File: config.mk
export PLATFORM = sky130hd
export DESIGN_NAME = status_frame_receiver
export DESIGN_NICKNAME = d
export VERILOG_FILES = /design/src/rtl/core/sfr_pkg.sv /design/src/rtl/core/status_frame_receiver.sv
export SDC_FILE = /design/constraint.sdc
export NUM_CORES = 1
export LEC_CHECK = 0
export BUFFER_PORTS_ARGS = -buffer_cell sky130_fd_sc_hd__buf_2
export CAP_MARGIN = 5
export CORE_AREA = 2 2 172 241
export DETAILED_ROUTE_END_ITERATION = 8
export DIE_AREA = 0 0 174 243
export PLACE_DENSITY_LB_ADDON = 0.12
export SYNTH_ARGS = -nofsm -noshare
export SYNTH_HDL_FRONTEND = slang
export SYNTH_SLANG_ARGS = --single-unit
File: constraint.sdc
create_clock -name clk -period 5.5 [get_ports clk]
set_input_delay 1.1 -clock clk [delete_from_list [all_inputs] [get_ports clk]]
set_output_delay 1.1 -clock clk [all_outputs]
set_load 0.1 [all_outputs]
File: src/rtl/core/sfr_pkg.sv
// Types and constants shared by the status frame receiver.
// Command codes, frame lengths, result status codes and the frame descriptor.
// No dependencies.
package sfr_pkg;

    // Command byte values of the four frame kinds.
    localparam logic [7:0] MSG_STATUS  = 8'h01;
    localparam logic [7:0] MSG_BATTERY = 8'h05;
    localparam logic [7:0] MSG_MOTOR   = 8'h0A;
    localparam logic [7:0] MSG_SENSOR  = 8'h0F;

    // Exact frame lengths in bytes, counted as six-bit lengths.
    localparam logic [5:0] LEN_STATUS  = 6'd4;
    localparam logic [5:0] LEN_BATTERY = 6'd7;
    localparam logic [5:0] LEN_MOTOR   = 6'd11;
    localparam logic [5:0] LEN_SENSOR  = 6'd15;

    // Index of the final value of each good frame.
    localparam logic [2:0] LAST_STATUS  = 3'd0;
    localparam logic [2:0] LAST_BATTERY = 3'd1;
    localparam logic [2:0] LAST_MOTOR   = 3'd3;
    localparam logic [2:0] LAST_SENSOR  = 3'd5;

    // Byte address of the primary id register.
    localparam logic [1:0] ADDR_PRIMARY_ID = 2'd0;

    typedef enum logic [2:0] {
        ST_OK       = 3'd0,
        ST_WRONG_ID = 3'd1,
        ST_BAD_CMD  = 3'd2,
        ST_BAD_LEN  = 3'd3,
        ST_BAD_SUM  = 3'd4
    } status_t;

    // How the value of a result is formed.
    typedef enum logic [1:0] {
        VAL_ZERO = 2'd0,
        VAL_BYTE = 2'd1,
        VAL_WORD = 2'd2
    } val_sel_t;

    // One finished frame waiting to be delivered.
    typedef struct packed {
        logic       bank;
        status_t    status;
        logic [7:0] kind;
        logic [2:0] last_idx;
        val_sel_t   sel;
    } frame_desc_t;

endpackage

File: src/rtl/core/status_frame_receiver.sv
// Status frame receiver: collects received bytes into frames, checks them
// and delivers decoded values or an error code as a run of result words.
// Depends on sfr_pkg.
//
// Usage
//   Input channel (in_valid, in_stall, rx_byte, end_of_chunk) takes one word
//   per cycle while in_stall is low. A frame ends on a word with end_of_chunk
//   set or when MAX_FRAME words have arrived. Output channel (out_valid,
//   out_stall, status, msg_kind, value_index, value, last) gives one result
//   word per cycle while out_stall is low: one word for an error, one to six
//   values for a good frame, last set on the final word. A frame is queued as
//   its final byte is accepted; the output register takes its first result
//   once free. Throughput is one input word per cycle while in_stall is low.
//   The frame bytes live in two banks of synchronous memory (even and odd byte
//   lanes), so a frame is received into one bank while the previous one is
//   read out of the other. If a second finished frame waits behind one still
//   being delivered, in_stall rises until the first has been read out; a
//   stalled output therefore eventually stalls the input.
//   Reset clears the byte count, the running XOR, the frame queue and the
//   output valid; the byte memories are not cleared and need no clearing pass.
//   The user writes primary_id (byte address 0) over the APB-style port while idle; the block does not enforce it.
module status_frame_receiver #(
    parameter int MAX_FRAME = 16
) (
    input  logic         clk,
    input  logic         rst_n,
    input  logic         psel,
    input  logic         penable,
    input  logic         pwrite,
    input  logic [1:0]   paddr,
    input  logic [31:0]  pwdata,
    output logic [31:0]  prdata,
    output logic         pready,
    input  logic         in_valid,
    output logic         in_stall,
    input  logic [7:0]   rx_byte,
    input  logic         end_of_chunk,
    output logic         out_valid,
    input  logic         out_stall,
    output logic [2:0]   status,
    output logic [7:0]   msg_kind,
    output logic [2:0]   value_index,
    output logic signed [15:0] value,
    output logic         last
);

    import sfr_pkg::*;

    // Configuration
    logic [7:0] primary_id_reg;

    // Receive side
    logic [4:0] byte_count_reg, byte_count_next;
    logic [7:0] running_xor_reg, running_xor_next;
    logic       wr_bank_reg, wr_bank_next;
    logic [7:0] byte0_reg;
    logic [7:0] byte1_reg;

    // Frame queue: one frame being delivered and one waiting
    frame_desc_t act_reg, act_next;
    logic        act_valid_reg, act_valid_next;
    logic [2:0]  act_idx_reg, act_idx_next;
    frame_desc_t pnd_reg, pnd_next;
    logic        pnd_valid_reg, pnd_valid_next;

    // Output register
    logic       out_valid_reg;
    status_t    out_status_reg;
    logic [7:0] out_kind_reg;
    logic [2:0] out_idx_reg;
    logic       out_last_reg;
    val_sel_t   out_sel_reg;
    logic [7:0] even_q_reg;
    logic [7:0] odd_q_reg;

    // Byte memories: even and odd byte positions, two banks of eight each
    logic [7:0] mem_even [0:15];
    logic [7:0] mem_odd  [0:15];

    logic        in_fire;
    logic        chunk_end;
    logic        frame_done;
    logic [5:0]  len_ext;
    logic [7:0]  xor_in;
    logic [7:0]  id_byte;
    logic [7:0]  kind_byte;
    logic        cmd_ok;
    logic [5:0]  need_len;
    logic [2:0]  need_last;
    frame_desc_t new_desc;
    logic        load;
    logic        act_free;
    logic [3:0]  wr_addr;
    logic [3:0]  rd_addr;
    logic        cfg_write;

    // ---------------------------------------------------------------
    // Configuration port
    // ---------------------------------------------------------------
    assign pready    = 1'b1;
    assign cfg_write = psel && penable && pwrite && pready && (paddr == ADDR_PRIMARY_ID);

    always_ff @(posedge clk or negedge rst_n)
    begin
        if (!rst_n)
        begin
            primary_id_reg <= 8'h00;
        end
        else if (cfg_write)
        begin
            primary_id_reg <= pwdata[7:0];
        end
    end

    always_comb
    begin
        prdata = 32'h0;
        if (paddr == ADDR_PRIMARY_ID)
        begin
            prdata = {24'h0, primary_id_reg};
        end
    end

    // ---------------------------------------------------------------
    // Frame check on the final byte
    // ---------------------------------------------------------------
    assign in_stall   = pnd_valid_reg;
    assign in_fire    = in_valid && !in_stall;
    assign len_ext    = {1'b0, byte_count_reg} + 6'd1;
    assign chunk_end  = end_of_chunk || (len_ext == 6'(MAX_FRAME));
    assign frame_done = in_fire && chunk_end;
    assign xor_in     = running_xor_reg ^ rx_byte;
    assign id_byte    = (byte_count_reg == 5'd0) ? rx_byte : byte0_reg;

    always_comb
    begin
        if (byte_count_reg == 5'd0)
        begin
            kind_byte = 8'h00;
        end
        else if (byte_count_reg == 5'd1)
        begin
            kind_byte = rx_byte;
        end
        else
        begin
            kind_byte = byte1_reg;
        end
    end

    always_comb
    begin
        cmd_ok    = 1'b1;
        need_len  = LEN_STATUS;
        need_last = LAST_STATUS;
        unique case (kind_byte)
            MSG_STATUS:
            begin
                need_len  = LEN_STATUS;
                need_last = LAST_STATUS;
            end
            MSG_BATTERY:
            begin
                need_len  = LEN_BATTERY;
                need_last = LAST_BATTERY;
            end
            MSG_MOTOR:
            begin
                need_len  = LEN_MOTOR;
                need_last = LAST_MOTOR;
            end
            MSG_SENSOR:
            begin
                need_len  = LEN_SENSOR;
                need_last = LAST_SENSOR;
            end
            default:
            begin
                cmd_ok = 1'b0;
            end
        endcase
    end

    always_comb
    begin
        new_desc.bank     = wr_bank_reg;
        new_desc.kind     = kind_byte;
        new_desc.last_idx = 3'd0;
        new_desc.sel      = VAL_ZERO;
        new_desc.status   = ST_OK;
        priority if (id_byte != primary_id_reg)
        begin
            new_desc.status = ST_WRONG_ID;
        end
        else if (byte_count_reg == 5'd0)
        begin
            new_desc.status = ST_BAD_CMD;
        end
        else if (!cmd_ok)
        begin
            new_desc.status = ST_BAD_CMD;
        end
        else if (len_ext != need_len)
        begin
            new_desc.status = ST_BAD_LEN;
        end
        else if (xor_in != 8'h00)
        begin
            new_desc.status = ST_BAD_SUM;
        end
        else
        begin
            new_desc.last_idx = need_last;
            new_desc.sel      = (kind_byte == MSG_STATUS) ? VAL_BYTE : VAL_WORD;
        end
    end

    // ---------------------------------------------------------------
    // Receive counters and frame queue
    // ---------------------------------------------------------------
    assign load     = act_valid_reg && (!out_valid_reg || !out_stall);
    assign act_free = !act_valid_reg || (load && (act_idx_reg == act_reg.last_idx));

    always_comb
    begin
        byte_count_next  = byte_count_reg;
        running_xor_next = running_xor_reg;
        wr_bank_next     = wr_bank_reg;
        if (in_fire)
        begin
            if (chunk_end)
            begin
                byte_count_next  = 5'd0;
                running_xor_next = 8'h00;
                wr_bank_next     = !wr_bank_reg;
            end
            else
            begin
                byte_count_next  = len_ext[4:0];
                running_xor_next = xor_in;
            end
        end
    end

    always_comb
    begin
        act_next       = act_reg;
        act_valid_next = act_valid_reg;
        act_idx_next   = act_idx_reg;
        pnd_next       = pnd_reg;
        pnd_valid_next = pnd_valid_reg;
        if (act_free)
        begin
            act_idx_next   = 3'd0;
            pnd_valid_next = 1'b0;
            if (pnd_valid_reg)
            begin
                act_next       = pnd_reg;
                act_valid_next = 1'b1;
            end
            else if (frame_done)
            begin
                act_next       = new_desc;
                act_valid_next = 1'b1;
            end
            else
            begin
                act_valid_next = 1'b0;
            end
        end
        else
        begin
            if (load)
            begin
                act_idx_next = act_idx_reg + 3'd1;
            end
            if (frame_done)
            begin
                pnd_next       = new_desc;
                pnd_valid_next = 1'b1;
            end
        end
    end

    always_ff @(posedge clk or negedge rst_n)
    begin
        if (!rst_n)
        begin
            byte_count_reg  <= 5'd0;
            running_xor_reg <= 8'h00;
            wr_bank_reg     <= 1'b0;
            act_valid_reg   <= 1'b0;
            act_idx_reg     <= 3'd0;
            pnd_valid_reg   <= 1'b0;
        end
        else
        begin
            byte_count_reg  <= byte_count_next;
            running_xor_reg <= running_xor_next;
            wr_bank_reg     <= wr_bank_next;
            act_valid_reg   <= act_valid_next;
            act_idx_reg     <= act_idx_next;
            pnd_valid_reg   <= pnd_valid_next;
        end
    end

    always_ff @(posedge clk)
    begin
        act_reg <= act_next;
        pnd_reg <= pnd_next;
        if (in_fire && (byte_count_reg == 5'd0))
        begin
            byte0_reg <= rx_byte;
        end
        if (in_fire && (byte_count_reg == 5'd1))
        begin
            byte1_reg <= rx_byte;
        end
    end

    // ---------------------------------------------------------------
    // Byte memories
    // ---------------------------------------------------------------
    // Value i of a frame is bytes 2+2i (even lane) and 3+2i (odd lane), which
    // both sit at lane address i+1 of the frame's bank.
    assign wr_addr = {wr_bank_reg, byte_count_reg[3:1]};
    assign rd_addr = {act_reg.bank, act_idx_reg + 3'd1};

    always_ff @(posedge clk)
    begin
        if (in_fire && !byte_count_reg[4])
        begin
            if (byte_count_reg[0])
            begin
                mem_odd[wr_addr] <= rx_byte;
            end
            else
            begin
                mem_even[wr_addr] <= rx_byte;
            end
        end
        if (load)
        begin
            even_q_reg <= mem_even[rd_addr];
            odd_q_reg  <= mem_odd[rd_addr];
        end
    end

    // ---------------------------------------------------------------
    // Output register
    // ---------------------------------------------------------------
    always_ff @(posedge clk or negedge rst_n)
    begin
        if (!rst_n)
        begin
            out_valid_reg <= 1'b0;
        end
        else if (load)
        begin
            out_valid_reg <= 1'b1;
        end
        else if (!out_stall)
        begin
            out_valid_reg <= 1'b0;
        end
    end

    always_ff @(posedge clk)
    begin
        if (load)
        begin
            out_status_reg <= act_reg.status;
            out_kind_reg   <= act_reg.kind;
            out_idx_reg    <= act_idx_reg;
            out_last_reg   <= (act_idx_reg == act_reg.last_idx);
            out_sel_reg    <= act_reg.sel;
        end
    end

    always_comb
    begin
        case (out_sel_reg)
            VAL_BYTE: value = {8'h00, even_q_reg};
            VAL_WORD: value = {odd_q_reg, even_q_reg};
            default:  value = 16'sh0000;
        endcase
    end

    assign out_valid   = out_valid_reg;
    assign status      = out_status_reg;
    assign msg_kind    = out_kind_reg;
    assign value_index = out_idx_reg;
    assign last        = out_last_reg;

    // ---------------------------------------------------------------
    // Assertions
    // ---------------------------------------------------------------
    // A waiting frame only exists behind one being delivered.
    assert property (@(posedge clk) disable iff (!rst_n)
        pnd_valid_reg |-> act_valid_reg)
        else $error("waiting frame without a frame in delivery");

    // The bank being read out is never the bank being written.
    assert property (@(posedge clk) disable iff (!rst_n)
        (act_valid_reg && !pnd_valid_reg) |-> (act_reg.bank != wr_bank_reg))
        else $error("receive bank collides with delivery bank");

    assert property (@(posedge clk) disable iff (!rst_n)
        pnd_valid_reg |-> (pnd_reg.bank != act_reg.bank))
        else $error("queued frames share a bank");

    // The value counter never runs past the frame's final value.
    assert property (@(posedge clk) disable iff (!rst_n)
        act_valid_reg |-> (act_idx_reg <= act_reg.last_idx))
        else $error("value index beyond end of frame");

    // Every frame ends by MAX_FRAME bytes.
    assert property (@(posedge clk) disable iff (!rst_n)
        ({1'b0, byte_count_reg} < 6'(MAX_FRAME)))
        else $error("byte count reached frame limit without ending");

endmodule

**After elaboration in Yosys (flattened, before gate mapping)**

Memories as Yosys holds them, arrays and structs flattened. A register that Yosys moved wholly into a read port is not among the register bits.
Cells that the tools add are included.

- Add/subtract/negate cells: 2
- $mul: 0
- Div/mod/pow operators: 0
- $lt $le $gt $ge: 0
- Eq/ne operators: 12
- Shift-type cells: 0
- Multiplexer cells: 37
- Bitwise gates (word level): 2
- Reductions and logical operators: 29

Operators by type and width:

| operator | count |
|---|---|
| $mux W8 | 5 |
| $mux W17 | 2 |
| $pmux W16 S2 | 1 |
| $mux W5 | 6 |
| $mux W3 | 7 |
| $eq A8 B4 Y1 const B | 2 |
| $mux W1 | 13 |
| $pmux W4 S3 | 1 |
| $logic_and A1 B1 Y1 | 10 |
| $pmux W3 S3 | 1 |
| $eq A8 B1 Y1 const B | 1 |
| $eq A8 B3 Y1 const B | 1 |
| $ne A8 B8 Y1 | 1 |
| $reduce_bool A8 Y1 | 1 |
| $xor A8 B8 Y8 | 1 |
| $add A5 B1 Y6 const B | 1 |
| $eq A6 B5 Y1 const B | 1 |
| $logic_not A1 Y1 | 6 |
| $ne A6 B6 Y1 | 1 |
| $reduce_and A2 Y1 | 3 |
| $reduce_bool A2 Y1 | 3 |
| $eq A5 B1 Y1 const B | 1 |
| $logic_not A5 Y1 | 1 |
| $reduce_or A4 Y1 | 1 |
| 9 further kinds | 11 |

- Flip-flop bits (word level): 95
- Latch bits: 0
- RAM bits: 256
- Bits in read-only memories: 0
- Input bits: 50
- Output and inout port bits: 66
- Word-level logic and storage cells: 109
- Memories kept: 2

Memory list:

| name | words | width | rd ports | clocked after Yosys merged registers in | write ports | line | RTL |
|---|---|---|---|---|---|---|---|
| mem_even | 16 | 8 | 1 | 1 | 1 | status_frame_receiver.sv:77 | `logic [7:0] mem_even [0:15];` |
| mem_odd | 16 | 8 | 1 | 1 | 1 | status_frame_receiver.sv:78 | `logic [7:0] mem_odd [0:15];` |

**Longest topological paths before layout**

Gate-level depths: netlist of run 1.

- Depth in word-level cells: 12
- Gate-level depth with buffers: 11
- Gate-level depth less buffers: 8

**Worst setup path after synthesis of run 1**

OpenSTA, ideal clock, no wires.

- Path kind: input to output
- Start point: input port paddr[1]
- End point: output port prdata[0]
- Arrival time: 2,143 ps
- Data required time: 4,400 ps
- Slack: 2,257 ps
- Cell stages on the path: 2
- Path buffers: 0
- Cell sequence: nor2_1 and2_1

- Word-level cells in the longest chain between the ends: 2

RTL lines:

| element | line | RTL |
|---|---|---|
| from (decl) | status_frame_receiver.sv:30 | `input logic [1:0] paddr,` |
| $logic_not A2 Y1 | status_frame_receiver.sv:118 | `if (paddr == ADDR_PRIMARY_ID)` |
| $mux W8 | status_frame_receiver.sv:118 |  |
| to (decl) | status_frame_receiver.sv:32 | `output logic [31:0] prdata,` |

No other way between the ends.

**Worst setup path in the final report of run 1**

- Start point: register out_sel_reg[0]
- End point: output port value[0]

- Word-level cells in the longest chain between the ends: 2

RTL lines:

| element | line | RTL |
|---|---|---|
| from (decl) | status_frame_receiver.sv:72 | `val_sel_t out_sel_reg;` |
| from (signal assigned) | status_frame_receiver.sv:376 | `out_sel_reg <= act_reg.sel;` |
| $eq A2 B2 Y1 or $eq A2 B1 Y1 (tied branches) | status_frame_receiver.sv:382 | `case (out_sel_reg)` |
| $pmux W16 S2 * | status_frame_receiver.sv:382 |  |
| to (decl) | status_frame_receiver.sv:43 | `output logic signed [15:0] value,` |

Every way passes the cells marked *; elsewhere a longest branch is shown, timed or not.

==> summary.md, run 1 <==
The fraction of final layout cells sized beyond drive strength 1 works out to 0.2623. Class of the tightest hold or removal check: register to register. The run gives 116 as the number of top-level pins. The run gives 1629 ps as the least setup slack across all paths after layout. The cell count after synthesis came out at 851. The final critical-path share of the clock period is 0.7038, and the final worst clock skew is 21.47 ps.

The die span in x works out to 174 um. The proportion of synthesized flip-flops having asynchronous set or reset came out at 0.07629. Setup repair after global routing left no endpoint under its margin. In the layout the commonest cells are sky130_fd_sc_hd__edfxtp_1 (339), sky130_fd_sc_hd__mux4_2 (80), sky130_fd_sc_hd__buf_2 (66). TritonCTS built the clock tree. Data on the critical path arrives at its endpoint at 2770 ps. IR analysis of the VDD net gives a maximum drop of 295.5 uV.

The most critical setup path has its startpoint at out_sel_reg[0]. The final sum of negative setup slack is 0 ps. The number of setup violations in the final report came out at 0. The DRC violation count after routing came out at 0. Sorting the synthesized cells by area gives the leading types as sky130_fd_sc_hd__edfxtp_1 (67%), sky130_fd_sc_hd__mux4_2 (12%), sky130_fd_sc_hd__dfrtp_1 (4.6%). After clock tree synthesis, the flow added hold-fix buffers numbering 0.

The synthesis-stage register bit count is 367, and the post-cts resize count is 0. The total power of the final layout was 8.614 mW. The run gives 0.01511 mm^2 as the cell area after technology mapping. The largest individual stage delay along the critical path comes from the cell sky130_fd_sc_hd__nor2_1. Number of cells traversed by the worst register-to-register path: 4. The number of pins with negative max-slew slack in the final report was 0; the number of vias per cell was 5.050. The headroom to the max-slew limit is 0.2128. The worst setup path is launched from a register.

The maximum clock frequency was 258.3 MHz; the number of antenna repair diodes was 0. The detailed router placed 7,509 vias in this run. The area fraction of the dominant cell type after synthesis works out to 0.6736. The die covers 0.04228 mm^2. The cell depth of the worst setup path was 6; the post-layout utilization of the core was 0.4275. For the via count of the first global-routing pass, the log shows 7,900. The first global-routing pass estimated 49,910 um of wire. The tools report the routability congestion estimate from global placement as 0.7863.

In this run the critical register-to-register path is launched from act_idx_reg[0]. The biggest area consumer among synthesized cells was sky130_fd_sc_hd__edfxtp_1. The largest registers in the layout are mem_even (128), mem_odd (128).

In this design, the critical path's most frequently occurring cell is sky130_fd_sc_hd__nor2_1. Excluding fillers, the count of instances in the completed layout stands at 1,487. The worst register-to-register path ends at even_q_reg[7].

In the synthesized netlist the dominant register cell turns out to be sky130_fd_sc_hd__edfxtp_1. The floorplan step defined a core boundary enclosing 0.04006 mm^2. Fill cells in the final layout number 3,652. After clock tree synthesis, the clock-pin slew on the worst setup and hold paths is 60 ps.

The residual overflow from global routing is 0, and the clock buffer count from CTS is 37. Input and output buffers added on the ports amount to 66. The run finished with clean final reports. For the pin with the worst max-slew slack, the measured transition is 1181 ps.

The post-layout minimum cycle time came out at 3871 ps. The tools report the TritonCTS sink count as 367. A synthesized cell averages 17.76 um^2. The buffers plus inverters on the worst setup path was 2; the number of buffers between clock root and the deepest sink was 3. For the initial core utilization, the log shows 0.3773.

Clock tree synthesis selected as its root buffer the cell sky130_fd_sc_hd__clkbuf_16. The tools report the yosys synthesis warning count as 0. The tools report the number of hold violations in the final report as 0. Most common library cell in the layout ignoring fill and taps: sky130_fd_sc_hd__edfxtp_1. Detailed placement ended at an HPWL of 21,250 um. The post-CTS setup repair buffer count was 0; the total iterations of the first detailed-routing run was 5. The routed design has 32,510 um of wire. In the final design database the tool counted 986 nets. After detailed placement, the design holds a cell count of 1,425.

Setup slack on the worst reg-to-reg path comes out at 2260 ps. The layout overhead on the synthesized area came out at 13.30%. The power density relative to cell area was 503.0 mW/mm^2; the worst slack after detailed placement was 1749 ps.

In this design, the largest share of critical-path delay is due to simple AND/OR/NAND/NOR gates. In this run the vertical extent of the chip is 243 um. The total routing resource utilization after global routing was 0.1571.

The run gives 2 as the number of levels in the clock H-tree. The run gives 4400 ps as the required time of the critical path. The worst setup path is captured at an output pin.

The tools report the number of library cell types mapped by synthesis as 61. In this design, the stage delay of the slowest critical-path cell is 670 ps. The placement row count was 87. In this run the worst setup path terminates at value[0]. The max capacitance violation total is 0, and the number of enable flip-flop cells after synthesis is 339.

The number of antenna violations at the first check in global routing came out at 1. The tools report the leakage power as 5.610 nW. The critical path goes through inv_1 -> ha_1 -> nor2_1 -> nor2_1 -> and2_1 -> buf_2. The clock network latency to the later pin of the worst-skew pair is 530 ps, and the sequential area share after synthesis is 0.7199. The mean routed wirelength per cell came out at 21.87 um. Of all nets on the critical path, the largest fanout is 9.

The critical setup path kind was register to output pin. Entering global routing, the biggest net connects 44 pins. In this run, the number of DRC markers left after iteration 0 of detailed routing was 415. The detail route stage leaves a number of antenna-violating nets equal to 0.
stage by stage:
stage	hold WS, ps	area [um^2]
2_1_floorplan	400.3	15200
3_3_place_gp	405.3	15990
3_5_place_dp	407.0	15990
4_1_cts	423.8	17120
5_1_grt	431.0	17120
6_report	416.6	17120
worst min path at each step:
stage	slack [ps]	to	cells after the start	startpoint
3_3_place_gp	410	msg_kind[7]	0	act_reg[12]
5_1_grt	430	msg_kind[5]	0	act_reg[10]
4_1_cts	420	msg_kind[3]	0	act_reg[8]
2_1_floorplan	400	msg_kind[0]	0	act_reg[5]
6_report	420	msg_kind[5]	0	act_reg[10]
3_5_place_dp	410	msg_kind[4]	0	act_reg[9]
cells in the mapped netlist (6+ instances only):
cell and instances:
sky130_fd_sc_hd__nor2_1 56, sky130_fd_sc_hd__nor3_1 13, sky130_fd_sc_hd__and2_1 27, sky130_fd_sc_hd__xor2_1 6, sky130_fd_sc_hd__xnor2_1 25, sky130_fd_sc_hd__nand2_1 64
sky130_fd_sc_hd__inv_1 6, sky130_fd_sc_hd__dfrtp_1 28, sky130_fd_sc_hd__a21oi_1 15, sky130_fd_sc_hd__edfxtp_1 339, sky130_fd_sc_hd__ha_1 6, sky130_fd_sc_hd__clkbuf_1 32
sky130_fd_sc_hd__buf_4 25, sky130_fd_sc_hd__mux2_2 19, sky130_fd_sc_hd__mux4_2 80, sky130_fd_sc_hd__o21ai_0 22
cell type report:
class                      instances  area, um^2  share of cell area
multi-input combinational        434        3954              0.2309
clock buffer                      51        1041             0.06079
timing repair buffer              84       465.4             0.02718
sequential                       367       10880              0.6356
tap                              534       668.1             0.03902
clock inverter                    11       88.84            0.005188
inverter                           6       22.52            0.001315
kinds of logic (layout without fill, tap and decap cells):
logic type	count (synthesis)	in the layout	synth area share
DFF	367	367	0.7199
adders and majority gates	6	6	0.004967
buffers and inverters	73	152	0.02558
other	2	25	0.0004969
and+or+nand+nor	203	203	0.06656
xor gates and xnor gates	31	31	0.01797
muxes	101	101	0.1347
AOI/OAI and AO/OA	68	68	0.02980
routing by layer:
layer,share of wire,GRT usage
met1,0.43,0.2030
met2,0.51,0.2750
met3,0.037,0.02412
met4,0.021,0.04350
met5,0,0
where the power goes:
part / switching [mW] / total, mW / leakage, nW / internal [mW]
combinational: 1.57 / 2.64 / 1.64 / 1.07
sequential: 0.211 / 3.59 / 3.43 / 3.38
clock: 1.01 / 2.38 / 0.546 / 1.37
Note: power is estimated with default switching activity, not from simulation.
==> run 2, diff against run 1 <==
clock period = 3.2 ns   (was 5.5 ns; I/O delays follow)
==> run 2 against run 1 <==
  * Sequential power up 68%
  * First-iteration DRC count up 37%
  * Via count up 3.5%
  * Clock skew up 1.4 ps
  * Count of clock-buffer cells in the layout down 2
  * Non-clock buffer count up 50
  * Final cell count up 3.8%
  * Register-to-register slack worse by 1900 ps
  * Wire length up 5.0%
==> summary.md, run 2 (synthesis gave the netlist of run 1 again) <==
The run finished with clean final reports. The core region is 0.04006 mm^2. For this design the static power due to leakage is 5.968 nW. The number of pins with negative max-slew slack in the final report is 0, and the switching share of power is 0.3179. The via count of the first global-routing pass is 7,947. Post-CTS timing repair inserted 0 buffers for setup. Leaving out fill and tap cells, the most frequent cell in the layout is sky130_fd_sc_hd__edfxtp_1. Between clock sinks in the finished design, the worst skew comes to 22.90 ps.

The total routing resource utilization after global routing is 0.1640, and the final critical-path share of the clock period is 0.9000. IR analysis of the VDD net gives a maximum drop of 495.5 uV. Timing analysis after detailed placement gives a worst setup slack of 103.9 ps. Critical setup path kind: register to register. First-pass GRT wire length: 51,070 um. The mean routed wirelength per cell is 22.12 um. Internal power comes to 10.52 mW.

The logs give 367 for the TritonCTS sink count and 3,578 for the total of fill cells in the finished design. The total wire length was 34,140 um. After the last flow step, the layout net total stands at 1,036. The total iterations of the first detailed-routing run is 5. After clock tree synthesis, the clock-pin slew on the worst setup and hold paths is 60 ps. For flop-to-flop paths, the worst setup slack is 320 ps. Number of vias per cell: 5.035. In this run the worst setup path begins at byte_count_reg[1].

The proportion of power drawn by combinational gates is 0.315. The root buffer cell chosen for the clock tree is sky130_fd_sc_hd__clkbuf_16. The number of cells traversed by the worst register-to-register path works out to 8. The power density relative to cell area works out to 872.2 mW/mm^2. At the later pin of the worst-skew pair, clock insertion delay measures 540 ps. The die span in x came out at 174 um.

Adding up every negative setup slack in the final design gives 0 ps. After legalization and detailed placement, the total HPWL measured 22,110 um. Area enclosed by the die boundary: 0.04228 mm^2.

Entering global routing, the biggest net connects 69 pins. No sink is reached through more buffers than the 3 on the longest clock path. The remaining antenna violation count was 0. Across all layers, the routed design uses 7,769 vias. In this run the tool buffered the top-level ports with 66 buffer cells. Setup repair after global routing left no endpoint under its margin. The kind of end point of the critical path was a register. Timing would allow up to 347.2 MHz.

After clock tree synthesis, the repair step resized 0 gates. TritonCTS built the clock tree. The congestion estimate from routability-driven global placement came to 0.7648. In the layout the commonest cells are sky130_fd_sc_hd__edfxtp_1 (339), sky130_fd_sc_hd__mux4_2 (80), sky130_fd_sc_hd__buf_2 (66).

The required time of the critical path is 3480 ps, and the number of hold violations in the final report is 0. The fraction of final layout cells sized beyond drive strength 1 was 0.3003. In this run the count of I/O pins placed on the die edge is 116. In the routed design, unresolved DRC markers number 0.

The largest registers in the layout are mem_even (128), mem_odd (128). The tightest min-delay check is of the input port to asynchronous set/reset pin type. The tools report the initial core utilization as 0.3773. The placement row count is 87.

In this run the critical register-to-register path is launched from byte_count_reg[1]. Headroom to the max-slew limit: 0.5074. Power comes to 15.43 mW.

After layout, the worst setup slack is 320.1 ps. The run gives 0.390 as the proportion of power drawn by flip-flops and latches. The transition time at the pin with the least slew margin works out to 736.1 ps. The number of setup violations in the final report is 0. The overall die height is 243 um. Hold repair after CTS inserted 0 buffers. The number of levels in the clock H-tree was 2. Capturing point of the worst reg2reg path: pnd_reg[13].

STA classifies the critical path startpoint as a register. The run gives 0.295 as the part of the power in the clock network. The worst path needs 2880 ps of the cycle, external delays included.

The power spent charging and discharging nets is 4.905 mW. In this run the worst path has a maximum fanout of 16. The tools report the number of antenna repair diodes as 0.

The tool flagged a number of max-cap violations equal to 0. The post-layout utilization of the core is 0.4417, and the layout overhead on the synthesized area is 17.06%. The end of the critical path was pnd_reg[13]. Buffers inserted during clock tree synthesis total 37.

The number of antenna violations at the first check in global routing came out at 2. The DRC violation total after the first TritonRoute iteration was 567; the data arrival at the endpoint of the critical path was 3160 ps. The run gives 0 as the residual overflow from global routing.
## run 2: cell types whose count changed in the layout (fill, tap and decap cells not counted)
cell / change
sky130_fd_sc_hd__clkinv_2: +1
sky130_fd_sc_hd__clkbuf_1: -2
sky130_fd_sc_hd__clkinv_1: +5
sky130_fd_sc_hd__clkinvlp_4: -2
sky130_fd_sc_hd__buf_4: +46
sky130_fd_sc_hd__bufinv_16: +5
sky130_fd_sc_hd__buf_12: +4
sky130_fd_sc_hd__clkinv_4: -1
## run 2: area by class of cell
class | count | area [um^2] | area share
inverters | 6 | 22.52 | 0.001273
flip-flops and latches | 367 | 10880 | 0.6152
repair buffers | 134 | 890.9 | 0.05035
clock buffers | 49 | 1033 | 0.05842
well taps | 534 | 668.1 | 0.03777
multi-input cells | 434 | 3954 | 0.2235
clock inverters | 19 | 239.0 | 0.01351
## run 2: per-layer routing
layer  part of all wire  wire, um  vias up  GRT usage
li1                   -         -     3532          -
met1               0.42     14370     3982     0.2080
met2               0.51     17410      199     0.2843
met3              0.040      1379       56    0.02851
met4              0.029       980        0    0.05610
met5                  0         0        -          0
## run 2: critical path: stages, from the launching register on
cell and delay (ps):
sky130_fd_sc_hd__dfrtp_1 380, sky130_fd_sc_hd__inv_1 120, sky130_fd_sc_hd__ha_1 190, sky130_fd_sc_hd__or4b_4 600
sky130_fd_sc_hd__nor2_4 150, sky130_fd_sc_hd__a22oi_2 80, sky130_fd_sc_hd__or4b_1 670, sky130_fd_sc_hd__a21boi_0 320
sky130_fd_sc_hd__o21bai_1 120
## run 2: worst min path at each step
stage | startpoint | end | cells after the start
after floorplan | rst_n | act_idx_reg[0] | 0
after CTS | rst_n | byte_count_reg[3] | 1
after detailed placement | act_reg[9] | msg_kind[4] | 0
after global routing | rst_n | byte_count_reg[3] | 1
final | rst_n | byte_count_reg[3] | 1
after global placement | act_reg[0] | out_sel_reg[0] | 0
## run 2: power groups by stage
stage,Clock (mW),Sequential [mW],Combinational (mW)
floorplan,0,6.35,3.37
global placement,0,6.12,4.97
detailed placement,0,6.13,4.99
CTS,4.67,6.03,4.99
global route,4.84,6.07,5.21
finish,4.55,6.02,4.86
## run 2: metrics by stage
stage | cells | hold WS [ps] | cell area (um^2)
after global placement | 1475 | 404.6 | 16420
after floorplan | 874 | 344.4 | 15200
after global routing | 1543 | 185.3 | 17690
after detailed placement | 1475 | 404.5 | 16420
after CTS | 1543 | 161.7 | 17690
final | 1543 | 147.0 | 17690
